--- src/tgd_pkg.sv ---
`timescale 1ns / 1ps
`default_nettype none
// ----------------------------------------------------------------------------
// Tilt gesture detector package
// Shared constants, register indexes, gesture codes and pipeline control types.
// ----------------------------------------------------------------------------
package tgd_pkg;

  localparam int unsigned GROUP_SAMPLES_DEF = 6;
  localparam int unsigned CAL_SAMPLES_DEF   = 15;
  localparam int unsigned WINDOW_DEPTH_DEF  = 3;

  localparam int unsigned APB_ADDR_W = 4;

  localparam logic [1:0] REG_TILT_THRESHOLD = 2'd0;
  localparam logic [1:0] REG_RELEASE_LEVEL  = 2'd1;
  localparam logic [1:0] REG_DEBOUNCE_MS    = 2'd2;

  localparam logic [14:0] TILT_THRESHOLD_RST = 15'd5792;
  localparam logic [14:0] RELEASE_LEVEL_RST  = 15'd2048;
  localparam logic [15:0] DEBOUNCE_MS_RST    = 16'd200;

  typedef enum logic [2:0] {
    GEST_NONE  = 3'd0,
    GEST_FRONT = 3'd1,
    GEST_BACK  = 3'd2,
    GEST_LEFT  = 3'd3,
    GEST_RIGHT = 3'd4
  } gesture_e;

  // What a transfer leaving the accumulator carries: a calibration sum or a group sum.
  typedef enum logic {
    KIND_CAL = 1'b0,
    KIND_GRP = 1'b1
  } kind_e;

  typedef struct packed {
    logic  valid;
    kind_e kind;
  } acc_ctl_t;

endpackage
`default_nettype wire

--- src/tgd_cdiv.sv ---
`timescale 1ns / 1ps
`default_nettype none
// ----------------------------------------------------------------------------
// Constant divider
// Signed division by a fixed divisor, truncated toward zero and saturated to
// 16 bits, done as a reciprocal multiplication over two register stages.
// ----------------------------------------------------------------------------
module tgd_cdiv #(
  parameter int unsigned IN_W    = 20,
  parameter int unsigned DIVISOR = 3
) (
  input  wire logic                   clk_i,
  input  wire logic                   en_i,
  input  wire logic signed [IN_W-1:0] val_i,
  output logic signed [15:0]          q_o
);

  localparam int unsigned SH = IN_W + $clog2(DIVISOR);
  localparam int unsigned RW = SH + 1;
  localparam int unsigned PW = IN_W + RW;
  localparam logic [RW-1:0] RECIP =
    RW'(((64'd1 << SH) + 64'(DIVISOR) - 64'd1) / 64'(DIVISOR));

  logic              neg_d;
  logic [IN_W-1:0]   mag_d;
  logic [PW-1:0]     prod_d;
  logic [PW-1:0]     prod_q;
  logic              neg_q;
  logic [IN_W:0]     quo;
  logic signed [15:0] q_d;
  logic signed [15:0] q_q;

  always_comb begin
    neg_d  = val_i[IN_W-1];
    mag_d  = neg_d ? IN_W'(-val_i) : IN_W'(val_i);
    prod_d = PW'(mag_d) * PW'(RECIP);
  end

  always_comb begin
    quo = prod_q[SH +: IN_W+1];
    if (!neg_q && quo > (IN_W+1)'(32767)) begin
      q_d = 16'sh7FFF;
    end else if (neg_q && quo > (IN_W+1)'(32768)) begin
      q_d = -16'sh8000;
    end else if (neg_q) begin
      q_d = 16'(-quo[15:0]);
    end else begin
      q_d = quo[15:0];
    end
  end

  always_ff @(posedge clk_i) begin
    if (en_i) begin
      prod_q <= prod_d;
      neg_q  <= neg_d;
      q_q    <= q_d;
    end
  end

  assign q_o = q_q;

endmodule
`default_nettype wire

--- src/tgd_accum.sv ---
`timescale 1ns / 1ps
`default_nettype none
// ----------------------------------------------------------------------------
// Sample accumulator
// Counts the calibration run and then the sample groups, summing the raw
// samples and passing each finished sum on with its kind.
// ----------------------------------------------------------------------------
module tgd_accum import tgd_pkg::*; #(
  parameter int unsigned CAL_SAMPLES   = CAL_SAMPLES_DEF,
  parameter int unsigned GROUP_SAMPLES = GROUP_SAMPLES_DEF,
  parameter int unsigned RAW_W         = 20,
  parameter int unsigned ZW            = 19
) (
  input  wire logic                    clk_i,
  input  wire logic                    rst_ni,
  input  wire logic                    en_i,
  input  wire logic                    valid_i,
  input  wire logic signed [15:0]      x_i,
  input  wire logic signed [15:0]      y_i,
  input  wire logic signed [15:0]      z_i,
  output acc_ctl_t                     ctl_o,
  output logic signed [RAW_W-1:0]      sum_x_o,
  output logic signed [RAW_W-1:0]      sum_y_o,
  output logic signed [ZW-1:0]         sum_z_o
);

  localparam int unsigned NMAX  = (CAL_SAMPLES > GROUP_SAMPLES) ? CAL_SAMPLES : GROUP_SAMPLES;
  localparam int unsigned CNT_W = $clog2(NMAX + 1);

  logic                    cal_q;
  logic [CNT_W-1:0]        cnt_q;
  logic signed [RAW_W-1:0] acc_x_q;
  logic signed [RAW_W-1:0] acc_y_q;
  logic signed [ZW-1:0]    acc_z_q;
  acc_ctl_t                ctl_q;
  logic signed [RAW_W-1:0] sum_x_q;
  logic signed [RAW_W-1:0] sum_y_q;
  logic signed [ZW-1:0]    sum_z_q;

  logic [CNT_W-1:0]        cnt_n;
  logic [CNT_W-1:0]        limit;
  logic                    done;
  logic signed [RAW_W-1:0] sx;
  logic signed [RAW_W-1:0] sy;
  logic signed [ZW-1:0]    sz;

  always_comb begin
    cnt_n = cnt_q + CNT_W'(1);
    limit = cal_q ? CNT_W'(GROUP_SAMPLES) : CNT_W'(CAL_SAMPLES);
    done  = (cnt_n >= limit);
    sx    = acc_x_q + RAW_W'(x_i);
    sy    = acc_y_q + RAW_W'(y_i);
    sz    = acc_z_q + ZW'(z_i);
  end

  always_ff @(posedge clk_i or negedge rst_ni) begin
    if (!rst_ni) begin
      cal_q   <= 1'b0;
      cnt_q   <= '0;
      acc_x_q <= '0;
      acc_y_q <= '0;
      acc_z_q <= '0;
      ctl_q   <= '{valid: 1'b0, kind: KIND_GRP};
    end else if (en_i) begin
      ctl_q.valid <= valid_i && done;
      ctl_q.kind  <= cal_q ? KIND_GRP : KIND_CAL;
      if (valid_i) begin
        if (done) begin
          cnt_q   <= '0;
          acc_x_q <= '0;
          acc_y_q <= '0;
          acc_z_q <= '0;
          cal_q   <= 1'b1;
        end else begin
          cnt_q   <= cnt_n;
          acc_x_q <= sx;
          acc_y_q <= sy;
          if (cal_q) begin
            acc_z_q <= sz;
          end
        end
      end
    end
  end

  always_ff @(posedge clk_i) begin
    if (en_i) begin
      sum_x_q <= sx;
      sum_y_q <= sy;
      sum_z_q <= sz;
    end
  end

  assign ctl_o   = ctl_q;
  assign sum_x_o = sum_x_q;
  assign sum_y_o = sum_y_q;
  assign sum_z_o = sum_z_q;

`ifndef SYNTHESIS
  a_cnt_bound : assert property (@(posedge clk_i) disable iff (!rst_ni)
    cnt_q < limit) else $error("sample counter beyond its run length");

  a_cal_clears : assert property (@(posedge clk_i) disable iff (!rst_ni)
    $rose(cal_q) |-> (cnt_q == '0) && (acc_x_q == '0) && (acc_y_q == '0))
    else $error("calibration did not clear the accumulators");

  a_cal_once : assert property (@(posedge clk_i) disable iff (!rst_ni)
    (ctl_q.valid && ctl_q.kind == KIND_CAL) |-> cal_q)
    else $error("calibration sum issued while still uncalibrated");
`endif

endmodule
`default_nettype wire

--- src/tgd_window.sv ---
`timescale 1ns / 1ps
`default_nettype none
// ----------------------------------------------------------------------------
// Moving-average window
// Circular store of the latest group means per axis, with registered sums of
// the window as it stands after each push.
// ----------------------------------------------------------------------------
module tgd_window #(
  parameter int unsigned WINDOW_DEPTH = 3,
  parameter int unsigned SUM_W        = 18
) (
  input  wire logic                    clk_i,
  input  wire logic                    rst_ni,
  input  wire logic                    en_i,
  input  wire logic                    valid_i,
  input  wire logic signed [15:0]      x_i,
  input  wire logic signed [15:0]      y_i,
  input  wire logic signed [15:0]      z_i,
  output logic signed [SUM_W-1:0]      sum_x_o,
  output logic signed [SUM_W-1:0]      sum_y_o,
  output logic signed [SUM_W-1:0]      sum_z_o
);

  localparam int unsigned POS_W = (WINDOW_DEPTH > 1) ? $clog2(WINDOW_DEPTH) : 1;

  logic signed [15:0]      win_x_q [WINDOW_DEPTH];
  logic signed [15:0]      win_y_q [WINDOW_DEPTH];
  logic signed [15:0]      win_z_q [WINDOW_DEPTH];
  logic [POS_W-1:0]        pos_q;
  logic signed [SUM_W-1:0] sum_x_q;
  logic signed [SUM_W-1:0] sum_y_q;
  logic signed [SUM_W-1:0] sum_z_q;
  logic signed [SUM_W-1:0] sum_x_d;
  logic signed [SUM_W-1:0] sum_y_d;
  logic signed [SUM_W-1:0] sum_z_d;

  always_comb begin
    sum_x_d = '0;
    sum_y_d = '0;
    sum_z_d = '0;
    for (int i = 0; i < WINDOW_DEPTH; i++) begin
      if (valid_i && pos_q == POS_W'(i)) begin
        sum_x_d = sum_x_d + SUM_W'(x_i);
        sum_y_d = sum_y_d + SUM_W'(y_i);
        sum_z_d = sum_z_d + SUM_W'(z_i);
      end else begin
        sum_x_d = sum_x_d + SUM_W'(win_x_q[i]);
        sum_y_d = sum_y_d + SUM_W'(win_y_q[i]);
        sum_z_d = sum_z_d + SUM_W'(win_z_q[i]);
      end
    end
  end

  always_ff @(posedge clk_i or negedge rst_ni) begin
    if (!rst_ni) begin
      pos_q <= '0;
      for (int i = 0; i < WINDOW_DEPTH; i++) begin
        win_x_q[i] <= '0;
        win_y_q[i] <= '0;
        win_z_q[i] <= '0;
      end
    end else if (en_i && valid_i) begin
      win_x_q[pos_q] <= x_i;
      win_y_q[pos_q] <= y_i;
      win_z_q[pos_q] <= z_i;
      pos_q <= (pos_q == POS_W'(WINDOW_DEPTH - 1)) ? '0 : pos_q + POS_W'(1);
    end
  end

  always_ff @(posedge clk_i) begin
    if (en_i) begin
      sum_x_q <= sum_x_d;
      sum_y_q <= sum_y_d;
      sum_z_q <= sum_z_d;
    end
  end

  assign sum_x_o = sum_x_q;
  assign sum_y_o = sum_y_q;
  assign sum_z_o = sum_z_q;

`ifndef SYNTHESIS
  a_pos_bound : assert property (@(posedge clk_i) disable iff (!rst_ni)
    pos_q <= POS_W'(WINDOW_DEPTH - 1)) else $error("window position out of range");
`endif

endmodule
`default_nettype wire

--- src/tgd_classify.sv ---
`timescale 1ns / 1ps
`default_nettype none
// ----------------------------------------------------------------------------
// Gesture classifier
// Decides the tilt direction of the window mean, applies the repeat and
// debounce rules and holds the result register of the block.
// ----------------------------------------------------------------------------
module tgd_classify import tgd_pkg::*; (
  input  wire logic               clk_i,
  input  wire logic               rst_ni,
  input  wire logic               en_i,
  input  wire logic               valid_i,
  input  wire logic signed [15:0] fx_i,
  input  wire logic signed [15:0] fy_i,
  input  wire logic signed [15:0] fz_i,
  input  wire logic [31:0]        now_i,
  input  wire logic [14:0]        thr_i,
  input  wire logic [14:0]        rel_i,
  input  wire logic [15:0]        deb_i,
  output logic                    valid_o,
  output gesture_e                gesture_o,
  output logic signed [15:0]      fx_o,
  output logic signed [15:0]      fy_o,
  output logic signed [15:0]      fz_o
);

  gesture_e           last_q;
  logic [31:0]        last_ms_q;
  logic               valid_q;
  gesture_e           gesture_q;
  logic signed [15:0] fx_q;
  logic signed [15:0] fy_q;
  logic signed [15:0] fz_q;

  logic [15:0] ax;
  logic [15:0] ay;
  logic        tilt;
  logic        relax;
  logic        late;
  logic        take;
  logic [31:0] elapsed;
  gesture_e    dir;

  always_comb begin
    ax      = fx_i[15] ? 16'(-fx_i) : 16'(fx_i);
    ay      = fy_i[15] ? 16'(-fy_i) : 16'(fy_i);
    tilt    = (ax > {1'b0, thr_i}) || (ay > {1'b0, thr_i});
    relax   = (ax < {1'b0, rel_i}) && (ay < {1'b0, rel_i});
    if (ay > ax) begin
      dir = (fy_i > 16'sd0) ? GEST_FRONT : GEST_BACK;
    end else begin
      dir = (fx_i > 16'sd0) ? GEST_RIGHT : GEST_LEFT;
    end
    elapsed = now_i - last_ms_q;
    late    = elapsed > {16'h0000, deb_i};
    take    = tilt && (dir != last_q) && late;
  end

  always_ff @(posedge clk_i or negedge rst_ni) begin
    if (!rst_ni) begin
      last_q    <= GEST_NONE;
      last_ms_q <= '0;
      valid_q   <= 1'b0;
    end else if (en_i) begin
      valid_q <= valid_i;
      if (valid_i) begin
        if (take) begin
          last_q    <= dir;
          last_ms_q <= now_i;
        end else if (!tilt && relax) begin
          last_q <= GEST_NONE;
        end
      end
    end
  end

  always_ff @(posedge clk_i) begin
    if (en_i && valid_i) begin
      gesture_q <= take ? dir : GEST_NONE;
      fx_q      <= fx_i;
      fy_q      <= fy_i;
      fz_q      <= fz_i;
    end
  end

  assign valid_o   = valid_q;
  assign gesture_o = gesture_q;
  assign fx_o      = fx_q;
  assign fy_o      = fy_q;
  assign fz_o      = fz_q;

`ifndef SYNTHESIS
  a_report_is_last : assert property (@(posedge clk_i) disable iff (!rst_ni)
    (valid_q && gesture_q != GEST_NONE) |-> (last_q == gesture_q))
    else $error("reported gesture not recorded as the last gesture");
`endif

endmodule
`default_nettype wire

--- src/tilt_gesture_detector.sv ---
`timescale 1ns / 1ps
`default_nettype none
// ----------------------------------------------------------------------------
// Tilt gesture detector
// Takes one accelerometer sample per clock cycle on the input stream. The first
// CAL_SAMPLES samples set the X and Y bias and give no result; after that every
// GROUP_SAMPLES samples give one result transfer carrying the gesture code and the
// moving-average X, Y and Z values. A group's result passes the input register,
// accumulator, bias correction, group divider, window, mean divider and classifier
// output register. Each piece of state (sample accumulator, bias, window, last
// gesture) is updated in a single stage, so a sample can follow in every cycle; a
// stalled output stops the whole pipeline and the input stream waits with it.
// ----------------------------------------------------------------------------
module tilt_gesture_detector import tgd_pkg::*; #(
  parameter int unsigned GROUP_SAMPLES = GROUP_SAMPLES_DEF,
  parameter int unsigned CAL_SAMPLES   = CAL_SAMPLES_DEF,
  parameter int unsigned WINDOW_DEPTH  = WINDOW_DEPTH_DEF
) (
  input  wire logic                  clk_i,
  input  wire logic                  rst_ni,
  input  wire logic                  s_axis_tvalid,
  output logic                       s_axis_tready,
  // sample_x[15:0], sample_y[31:16], sample_z[47:32], now_ms[79:48]
  input  wire logic [79:0]           s_axis_tdata,
  output logic                       m_axis_tvalid,
  input  wire logic                  m_axis_tready,
  // gesture[2:0], filtered_x[18:3], filtered_y[34:19], filtered_z[50:35], zero fill
  output logic [55:0]                m_axis_tdata,
  input  wire logic                  psel,
  input  wire logic                  penable,
  input  wire logic                  pwrite,
  input  wire logic [APB_ADDR_W-1:0] paddr,
  input  wire logic [31:0]           pwdata,
  output logic [31:0]                prdata,
  output logic                       pready
);

  localparam int unsigned NMAX  = (CAL_SAMPLES > GROUP_SAMPLES) ? CAL_SAMPLES : GROUP_SAMPLES;
  localparam int unsigned RAW_W = 16 + $clog2(NMAX);
  localparam int unsigned ZW    = 16 + $clog2(GROUP_SAMPLES);
  localparam int unsigned CORR_W = ZW + 1;
  localparam int unsigned SUM_W = 16 + $clog2(WINDOW_DEPTH);
  localparam logic signed [ZW-1:0] G_S = ZW'(GROUP_SAMPLES);

  logic        en;
  logic [14:0] thr_q;
  logic [14:0] rel_q;
  logic [15:0] deb_q;

  // Input register.
  logic               v0_q;
  logic signed [15:0] x0_q;
  logic signed [15:0] y0_q;
  logic signed [15:0] z0_q;
  logic [31:0]        now0_q;

  acc_ctl_t                acc_ctl;
  logic signed [RAW_W-1:0] acc_sx;
  logic signed [RAW_W-1:0] acc_sy;
  logic signed [ZW-1:0]    acc_sz;
  logic [31:0]             now1_q;

  acc_ctl_t             cal_ctl_q [2];
  logic signed [ZW-1:0] cal_rx_q  [2];
  logic signed [ZW-1:0] cal_ry_q  [2];
  logic signed [ZW-1:0] cal_rz_q  [2];
  logic [31:0]          cal_now_q [2];
  logic signed [15:0]   bias_x;
  logic signed [15:0]   bias_y;
  logic signed [ZW-1:0] gbias_x_q;
  logic signed [ZW-1:0] gbias_y_q;

  logic                     v3_q;
  logic signed [CORR_W-1:0] cx3_q;
  logic signed [CORR_W-1:0] cy3_q;
  logic signed [CORR_W-1:0] cz3_q;
  logic [31:0]              now3_q;

  logic               grp_v_q   [2];
  logic [31:0]        grp_now_q [2];
  logic signed [15:0] gx;
  logic signed [15:0] gy;
  logic signed [15:0] gz;

  logic                    win_v_q;
  logic [31:0]             win_now_q;
  logic signed [SUM_W-1:0] wsum_x;
  logic signed [SUM_W-1:0] wsum_y;
  logic signed [SUM_W-1:0] wsum_z;

  logic               mean_v_q   [2];
  logic [31:0]        mean_now_q [2];
  logic signed [15:0] fx;
  logic signed [15:0] fy;
  logic signed [15:0] fz;

  gesture_e           out_gesture;
  logic signed [15:0] out_fx;
  logic signed [15:0] out_fy;
  logic signed [15:0] out_fz;

  assign en            = !m_axis_tvalid || m_axis_tready;
  assign s_axis_tready = en;

  // Configuration registers.
  always_ff @(posedge clk_i or negedge rst_ni) begin
    if (!rst_ni) begin
      thr_q <= TILT_THRESHOLD_RST;
      rel_q <= RELEASE_LEVEL_RST;
      deb_q <= DEBOUNCE_MS_RST;
    end else if (psel && penable && pwrite && pready) begin
      case (paddr[3:2])
        REG_TILT_THRESHOLD: thr_q <= pwdata[14:0];
        REG_RELEASE_LEVEL:  rel_q <= pwdata[14:0];
        REG_DEBOUNCE_MS:    deb_q <= pwdata[15:0];
        default: ;
      endcase
    end
  end

  always_comb begin
    case (paddr[3:2])
      REG_TILT_THRESHOLD: prdata = 32'(thr_q);
      REG_RELEASE_LEVEL:  prdata = 32'(rel_q);
      REG_DEBOUNCE_MS:    prdata = 32'(deb_q);
      default:            prdata = '0;
    endcase
  end

  assign pready = 1'b1;

  // Control pipeline.
  always_ff @(posedge clk_i or negedge rst_ni) begin
    if (!rst_ni) begin
      v0_q <= 1'b0;
      for (int i = 0; i < 2; i++) begin
        cal_ctl_q[i] <= '{valid: 1'b0, kind: KIND_GRP};
        grp_v_q[i]   <= 1'b0;
        mean_v_q[i]  <= 1'b0;
      end
      v3_q    <= 1'b0;
      win_v_q <= 1'b0;
    end else if (en) begin
      v0_q         <= s_axis_tvalid;
      cal_ctl_q[0] <= acc_ctl;
      cal_ctl_q[1] <= cal_ctl_q[0];
      v3_q         <= cal_ctl_q[1].valid && (cal_ctl_q[1].kind == KIND_GRP);
      grp_v_q[0]   <= v3_q;
      grp_v_q[1]   <= grp_v_q[0];
      win_v_q      <= grp_v_q[1];
      mean_v_q[0]  <= win_v_q;
      mean_v_q[1]  <= mean_v_q[0];
    end
  end

  // Payload pipeline.
  always_ff @(posedge clk_i) begin
    if (en && s_axis_tvalid) begin
      x0_q   <= s_axis_tdata[15:0];
      y0_q   <= s_axis_tdata[31:16];
      z0_q   <= s_axis_tdata[47:32];
      now0_q <= s_axis_tdata[79:48];
    end
    if (en) begin
      now1_q       <= now0_q;
      cal_rx_q[0]  <= acc_sx[ZW-1:0];
      cal_ry_q[0]  <= acc_sy[ZW-1:0];
      cal_rz_q[0]  <= acc_sz;
      cal_now_q[0] <= now1_q;
      cal_rx_q[1]  <= cal_rx_q[0];
      cal_ry_q[1]  <= cal_ry_q[0];
      cal_rz_q[1]  <= cal_rz_q[0];
      cal_now_q[1] <= cal_now_q[0];
      cx3_q        <= CORR_W'(cal_rx_q[1]) - CORR_W'(gbias_x_q);
      cy3_q        <= CORR_W'(cal_ry_q[1]) - CORR_W'(gbias_y_q);
      cz3_q        <= CORR_W'(cal_rz_q[1]);
      now3_q       <= cal_now_q[1];
      grp_now_q[0] <= now3_q;
      grp_now_q[1] <= grp_now_q[0];
      win_now_q    <= grp_now_q[1];
      mean_now_q[0] <= win_now_q;
      mean_now_q[1] <= mean_now_q[0];
    end
    if (en && cal_ctl_q[1].valid && cal_ctl_q[1].kind == KIND_CAL) begin
      gbias_x_q <= ZW'(bias_x) * G_S;
      gbias_y_q <= ZW'(bias_y) * G_S;
    end
  end

  tgd_accum #(
    .CAL_SAMPLES  (CAL_SAMPLES),
    .GROUP_SAMPLES(GROUP_SAMPLES),
    .RAW_W        (RAW_W),
    .ZW           (ZW)
  ) u_accum (
    .clk_i  (clk_i),
    .rst_ni (rst_ni),
    .en_i   (en),
    .valid_i(v0_q),
    .x_i    (x0_q),
    .y_i    (y0_q),
    .z_i    (z0_q),
    .ctl_o  (acc_ctl),
    .sum_x_o(acc_sx),
    .sum_y_o(acc_sy),
    .sum_z_o(acc_sz)
  );

  tgd_cdiv #(.IN_W(RAW_W), .DIVISOR(CAL_SAMPLES)) u_bias_x (
    .clk_i(clk_i), .en_i(en), .val_i(acc_sx), .q_o(bias_x)
  );

  tgd_cdiv #(.IN_W(RAW_W), .DIVISOR(CAL_SAMPLES)) u_bias_y (
    .clk_i(clk_i), .en_i(en), .val_i(acc_sy), .q_o(bias_y)
  );

  tgd_cdiv #(.IN_W(CORR_W), .DIVISOR(GROUP_SAMPLES)) u_grp_x (
    .clk_i(clk_i), .en_i(en), .val_i(cx3_q), .q_o(gx)
  );

  tgd_cdiv #(.IN_W(CORR_W), .DIVISOR(GROUP_SAMPLES)) u_grp_y (
    .clk_i(clk_i), .en_i(en), .val_i(cy3_q), .q_o(gy)
  );

  tgd_cdiv #(.IN_W(CORR_W), .DIVISOR(GROUP_SAMPLES)) u_grp_z (
    .clk_i(clk_i), .en_i(en), .val_i(cz3_q), .q_o(gz)
  );

  tgd_window #(
    .WINDOW_DEPTH(WINDOW_DEPTH),
    .SUM_W       (SUM_W)
  ) u_window (
    .clk_i  (clk_i),
    .rst_ni (rst_ni),
    .en_i   (en),
    .valid_i(grp_v_q[1]),
    .x_i    (gx),
    .y_i    (gy),
    .z_i    (gz),
    .sum_x_o(wsum_x),
    .sum_y_o(wsum_y),
    .sum_z_o(wsum_z)
  );

  tgd_cdiv #(.IN_W(SUM_W), .DIVISOR(WINDOW_DEPTH)) u_mean_x (
    .clk_i(clk_i), .en_i(en), .val_i(wsum_x), .q_o(fx)
  );

  tgd_cdiv #(.IN_W(SUM_W), .DIVISOR(WINDOW_DEPTH)) u_mean_y (
    .clk_i(clk_i), .en_i(en), .val_i(wsum_y), .q_o(fy)
  );

  tgd_cdiv #(.IN_W(SUM_W), .DIVISOR(WINDOW_DEPTH)) u_mean_z (
    .clk_i(clk_i), .en_i(en), .val_i(wsum_z), .q_o(fz)
  );

  tgd_classify u_classify (
    .clk_i    (clk_i),
    .rst_ni   (rst_ni),
    .en_i     (en),
    .valid_i  (mean_v_q[1]),
    .fx_i     (fx),
    .fy_i     (fy),
    .fz_i     (fz),
    .now_i    (mean_now_q[1]),
    .thr_i    (thr_q),
    .rel_i    (rel_q),
    .deb_i    (deb_q),
    .valid_o  (m_axis_tvalid),
    .gesture_o(out_gesture),
    .fx_o     (out_fx),
    .fy_o     (out_fy),
    .fz_o     (out_fz)
  );

  assign m_axis_tdata = {5'b00000, out_fz, out_fy, out_fx, out_gesture};

endmodule
`default_nettype wire
--- config.mk ---
export PLATFORM = sky130hd
export DESIGN_NAME = tilt_gesture_detector
export DESIGN_NICKNAME = d
export VERILOG_FILES = /design/src/tgd_pkg.sv /design/src/tgd_cdiv.sv /design/src/tgd_accum.sv /design/src/tgd_window.sv /design/src/tgd_classify.sv /design/src/tilt_gesture_detector.sv
export SDC_FILE = /design/constraint.sdc
export NUM_CORES = 2
export LEC_CHECK = 0
export ABC_CLOCK_PERIOD_IN_PS = 78700
export BUFFER_PORTS_ARGS = -buffer_cell sky130_fd_sc_hd__buf_2
export CAP_MARGIN = 15
export CORE_ASPECT_RATIO = 0.7
export CORE_MARGIN = 8
export CORE_UTILIZATION = 44
export DETAILED_ROUTE_END_ITERATION = 12
export SYNTH_ARGS = -nofsm -noshare
export SYNTH_HDL_FRONTEND = slang
export SYNTH_SLANG_ARGS = --single-unit
--- constraint.sdc ---
create_clock -name clk_i -period 78.7 [get_ports clk_i]
set_input_delay 7.87 -clock clk_i [delete_from_list [all_inputs] [get_ports clk_i]]
set_output_delay 7.87 -clock clk_i [all_outputs]
set_load 0.01 [all_outputs]
==> qor.txt <==
OUTCOME
-------------------------------------------------------------------------------------
Status                                                                   finished clean

GLOBAL ROUTE
-------------------------------------------------------------------------------------
Total GRT Usage                                                                17.54%
Top Usage Layer GRT                                                              met1
Leftover overflow at the end of global routing                                      0
Met3 global-route usage                                                        3.317%
GR Layer Usage met2                                                            25.56%
Pin count of the biggest net entering global routing                              163
Antenna violations before repair                                                   17
Number of global-route vias before repair                                       69207
GR Util met1                                                                   27.37%
First-pass GRT wire length                                               372300 microns

LOGIC SYNTHESIS
-------------------------------------------------------------------------------------
Yosys warning total                                                                 0
Share of flip-flops with an asynchronous set or reset                          23.09%
Area share of the leading cell type in the synthesized netlist                 28.39%
Synthesized netlist cell count                                                   9259
Sequential cell area fraction in the yosys report                              35.50%
Post-Synthesis Cell Area                                                 0.1075 sq mm
Post-synth EDFFs                                                                 1016
Cell type contributing the most total cell area after synthesis          sky130_fd_sc_hd__edfxtp_1
Cell types with the largest area share after synthesis                   sky130_fd_sc_hd__edfxtp_1 28%, sky130_fd_sc_hd__ha_1 20%, sky130_fd_sc_hd__fa_1 15%, sky130_fd_sc_hd__dfrtp_1 6.8%, sky130_fd_sc_hd__inv_1 5.4%
Post-synth top flop                                                      sky130_fd_sc_hd__edfxtp_1
Unique masters post-synth                                                          98
Synthesis-stage register bit count                                               1321
Syn_area_per_cell                                                         11.61 sq um

DRT
-------------------------------------------------------------------------------------
DR iter-0 viols                                                                  4213
Total number of vias                                                            67555
Remaining design rule violation count                                               0
Number of nets with antenna violations after detailed routing                       0
Final Routed Wirelength                                                  229500 microns
Vias per cell                                                                   5.255
Routed WL per cell                                                       17.86 microns
Number of iterations in the first detailed-routing pass                             6

DIE
-------------------------------------------------------------------------------------
Area of the core                                                         0.2424 sq mm
Die Footprint                                                            0.2606 sq mm
Chip Width                                                               606.7 microns
Site Rows                                                                         151
Die Height                                                               429.5 microns
Total I/O pin count                                                               214
Initial core utilization                                                       44.34%

CRITICAL PATH
-------------------------------------------------------------------------------------
Terminus of the critical flop-to-flop path                               u_mean_z.prod_q[36]
Largest incremental delay on the critical path                                0.98 ns
Largest driver fanout on the critical path                                         19
R2R setup slack                                                              69.13 ns
Worst Setup Start Kind                                                      input pin
Worst Setup EP                                                             prdata[12]
Critical Path RT                                                             70.83 ns
Worst Reg-to-Reg Cells                                                             26
CP top delay family                                                      simple AND/OR/NAND/NOR gates
Nature of the critical path endpoint                                      output port
Cell repeated most along the worst path                                  sky130_fd_sc_hd__buf_2
Critical Path Slowest Stage Cell                                         sky130_fd_sc_hd__nor2b_1
Critical path startpoint                                                     paddr[2]
Critical path data arrival time                                               9.65 ns
FF-to-FF Start                                                           u_window.sum_z_o[4]
Logic depth of the worst setup path including buffers                               5
List of cells traversed by the critical path                             buf_2 > nor2b_1 > nand2_1 > o21ai_0 > buf_2
Critical setup path kind                                                 input pin to output port
Buf+Inv Stages, Crit Path                                                           2

CLOCKING
-------------------------------------------------------------------------------------
Master cell of the clock root buffer                                     sky130_fd_sc_hd__clkbuf_16
Clock-pin slew of the registers on the worst-case setup and hold paths        0.06 ns
Worst skew pair latency                                                       0.82 ns
Clock Tree Buf Depth                                                                4
Number of buffers added to fix hold violations after cts                            0
Number of clock sinks                                                            1321
Setup bufs post-CTS                                                                 0
Post_cts resized                                                                    0
Clock tree from TritonCTS                                                       built
Number of clock buffers inserted by TritonCTS                                     146
Number of H-tree branching levels                                                   4

STA
-------------------------------------------------------------------------------------
Headroom to the max-slew limit                                                 21.35%
Final slew viol count                                                               0
Total of endpoints with negative setup slack in the final report                    0
Maximum operating frequency                                                 57.07 MHz
Setup Total Neg Slack                                                            0 ns
Worst slew pin tran                                                          1.177 ns
Post-route setup slack                                                       61.18 ns
Final Hold Viols                                                                    0
Fin crit period                                                              17.52 ns
Hold Slack                                                                  0.3627 ns
Setup repair after global routing missed its margin                             false
Worst setup skew after layout                                              0.06890 ns
Fin crit share                                                                 22.27%

PLACED DESIGN
-------------------------------------------------------------------------------------
Count of port buffers added during placement                                      173
Routability congestion estimate from global placement                          0.9192
Placed insts                                                                    12600
Detail Placement HPWL                                                    183700 microns
Dpl ws                                                                       61.21 ns

JOB
-------------------------------------------------------------------------------------
Max-cap violation count                                                             0

CELLS AND AREA
-------------------------------------------------------------------------------------
Layout Nets                                                                     12163
Area grow syn2layout                                                           8.919%
Number of cells in the finished layout apart from fillers                       12856
Layout cell share with drive strength beyond 1                                 9.170%

WORST HOLD PATH
-------------------------------------------------------------------------------------
Type of the worst min-delay path                                         flip-flop to flip-flop

-- layer usage --
metal,up-vias,part of all wire [%],routed length [microns]
met5,-,0,0
met4,0,1.4,3189
met3,221,6.3,14530
met2,1425,41,93840
met1,33257,51,118000
li1,32652,-,-
-- area by class of cell --
| cell class | count | area, sq um |
|---|---|---|
| Fill cell | 21721 | 125300 |
| Multi-Input combinational cell | 6277 | 63000 |
| Sequential cell | 1321 | 38160 |
| Inverter | 1548 | 5818 |
| Clock buffer | 186 | 4021 |
| Tap cell | 3213 | 4020 |
| Timing Repair Buffer | 243 | 1434 |
| Clock inverter | 65 | 604.3 |
| Antenna cell | 3 | 7.507 |
-- cell families after synthesis --
family / synth area share, %
multiplexers: 3.908
flip-flops: 35.50
XOR/XNOR: 4.604
adder cells (fa/ha/maj): 34.92
AO/OA/AOI/OAI: 8.176
other: 0.006987
AND/OR/NAND/NOR: 6.861
buffers and inverters: 6.027
-- worst register-to-register path, cell delays in order, from the launching register on --
cell                        delay [ns]
sky130_fd_sc_hd__edfxtp_1         0.44
sky130_fd_sc_hd__or4_1            0.60
sky130_fd_sc_hd__nor4_1           0.28
sky130_fd_sc_hd__inv_1            0.06
sky130_fd_sc_hd__o21ai_0          0.46
sky130_fd_sc_hd__nand2_1          0.12
sky130_fd_sc_hd__xor2_1           0.63
sky130_fd_sc_hd__ha_1             0.45
sky130_fd_sc_hd__ha_1             0.33
sky130_fd_sc_hd__fa_1             0.50
sky130_fd_sc_hd__inv_1            0.05
sky130_fd_sc_hd__fa_1             0.47
sky130_fd_sc_hd__inv_1            0.06
sky130_fd_sc_hd__fa_1             0.53
sky130_fd_sc_hd__fa_1             0.45
sky130_fd_sc_hd__ha_1             0.31
sky130_fd_sc_hd__a2111oi_0        0.45
sky130_fd_sc_hd__nand2_1          0.19
sky130_fd_sc_hd__or3_1            0.35
sky130_fd_sc_hd__a311oi_1         0.74
sky130_fd_sc_hd__o31ai_1          0.33
sky130_fd_sc_hd__a31oi_1          0.34
sky130_fd_sc_hd__o21a_1           0.28
sky130_fd_sc_hd__a21boi_1         0.12
sky130_fd_sc_hd__or4_1            0.45
sky130_fd_sc_hd__a31oi_1          0.21
sky130_fd_sc_hd__xnor2_1          0.08
-- cells in the mapped netlist (17+ instances only) --
library cell	number
sky130_fd_sc_hd__o21a_1	69
sky130_fd_sc_hd__o41ai_1	38
sky130_fd_sc_hd__clkbuf_1	99
sky130_fd_sc_hd__mux2_4	28
sky130_fd_sc_hd__or3_1	89
sky130_fd_sc_hd__a211o_1	17
sky130_fd_sc_hd__mux2i_1	30
sky130_fd_sc_hd__nand2b_1	74
sky130_fd_sc_hd__xnor2_1	387
sky130_fd_sc_hd__a21oi_1	265
sky130_fd_sc_hd__o31ai_1	70
sky130_fd_sc_hd__fa_1	827
sky130_fd_sc_hd__nor2_1	355
sky130_fd_sc_hd__xor2_1	178
sky130_fd_sc_hd__edfxtp_1	1016
sky130_fd_sc_hd__or2_2	30
sky130_fd_sc_hd__a21boi_0	32
sky130_fd_sc_hd__buf_4	22
sky130_fd_sc_hd__and3_1	45
sky130_fd_sc_hd__nand3_1	79
sky130_fd_sc_hd__o211ai_1	18
sky130_fd_sc_hd__a31oi_1	30
sky130_fd_sc_hd__o21bai_1	35
sky130_fd_sc_hd__or4_1	26
sky130_fd_sc_hd__dfrtp_1	293
sky130_fd_sc_hd__a211oi_1	61
sky130_fd_sc_hd__o31a_1	18
sky130_fd_sc_hd__nand4_1	53
sky130_fd_sc_hd__nor3_1	124
sky130_fd_sc_hd__nor4_1	38
sky130_fd_sc_hd__inv_1	1547
sky130_fd_sc_hd__and2_1	39
sky130_fd_sc_hd__o21ai_0	358
sky130_fd_sc_hd__a22o_1	52
sky130_fd_sc_hd__nor2b_1	60
sky130_fd_sc_hd__nand2_1	391
sky130_fd_sc_hd__ha_1	1676
sky130_fd_sc_hd__mux2_2	309
sky130_fd_sc_hd__a21o_1	128
-- sequential cells by signal, summed over array words and instances, names as in the netlist, 37 cells and up --
| signal | count |
|---|---|
| u_window.win_z_q | 48 |
| cal_now_q | 64 |
| mean_now_q | 64 |
| u_window.win_y_q | 48 |
| cal_rz_q | 38 |
| grp_now_q | 64 |
| u_window.win_x_q | 48 |
| cal_ry_q | 37 |
| cal_rx_q | 37 |
-- placed cells by master (no fill, tap or decap), types with 123 or more instances in the layout --
cell / n
sky130_fd_sc_hd__a21o_1: 128
sky130_fd_sc_hd__a21oi_1: 265
sky130_fd_sc_hd__buf_2: 172
sky130_fd_sc_hd__clkbuf_16: 152
sky130_fd_sc_hd__dfrtp_1: 293
sky130_fd_sc_hd__edfxtp_1: 1016
sky130_fd_sc_hd__fa_1: 827
sky130_fd_sc_hd__ha_1: 1676
sky130_fd_sc_hd__inv_1: 1545
sky130_fd_sc_hd__mux2_2: 309
sky130_fd_sc_hd__nand2_1: 389
sky130_fd_sc_hd__nor2_1: 353
sky130_fd_sc_hd__nor3_1: 123
sky130_fd_sc_hd__o21ai_0: 358
sky130_fd_sc_hd__xnor2_1: 387
sky130_fd_sc_hd__xor2_1: 178
-- stage by stage --
step	instance area (sq um)	utilization, %
3_5_place_dp	112400	46.37
6_report	117100	48.29
3_3_place_gp	112400	46.37
2_1_floorplan	107600	-
4_1_cts	117000	48.27
5_1_grt	117100	48.29
-- how the worst min path moves through the flow --
stage               startpoint               end  slack (ns)  cells past startpoint
2_1_floorplan        now1_q[0]   cal_now_q[0][0]        0.40                      0
4_1_cts         cal_rz_q[0][0]    cal_rz_q[1][0]        0.37                      0
3_3_place_gp   grp_now_q[1][0]      win_now_q[0]        0.40                      0
5_1_grt         cal_rz_q[0][0]    cal_rz_q[1][0]        0.38                      0
3_5_place_dp        now1_q[10]  cal_now_q[0][10]        0.40                      0
6_report        cal_rz_q[0][0]    cal_rz_q[1][0]        0.36                      0
Power is not shown: default switching activity piles up to over one toggle a cycle in this logic, so the estimate is an artifact.
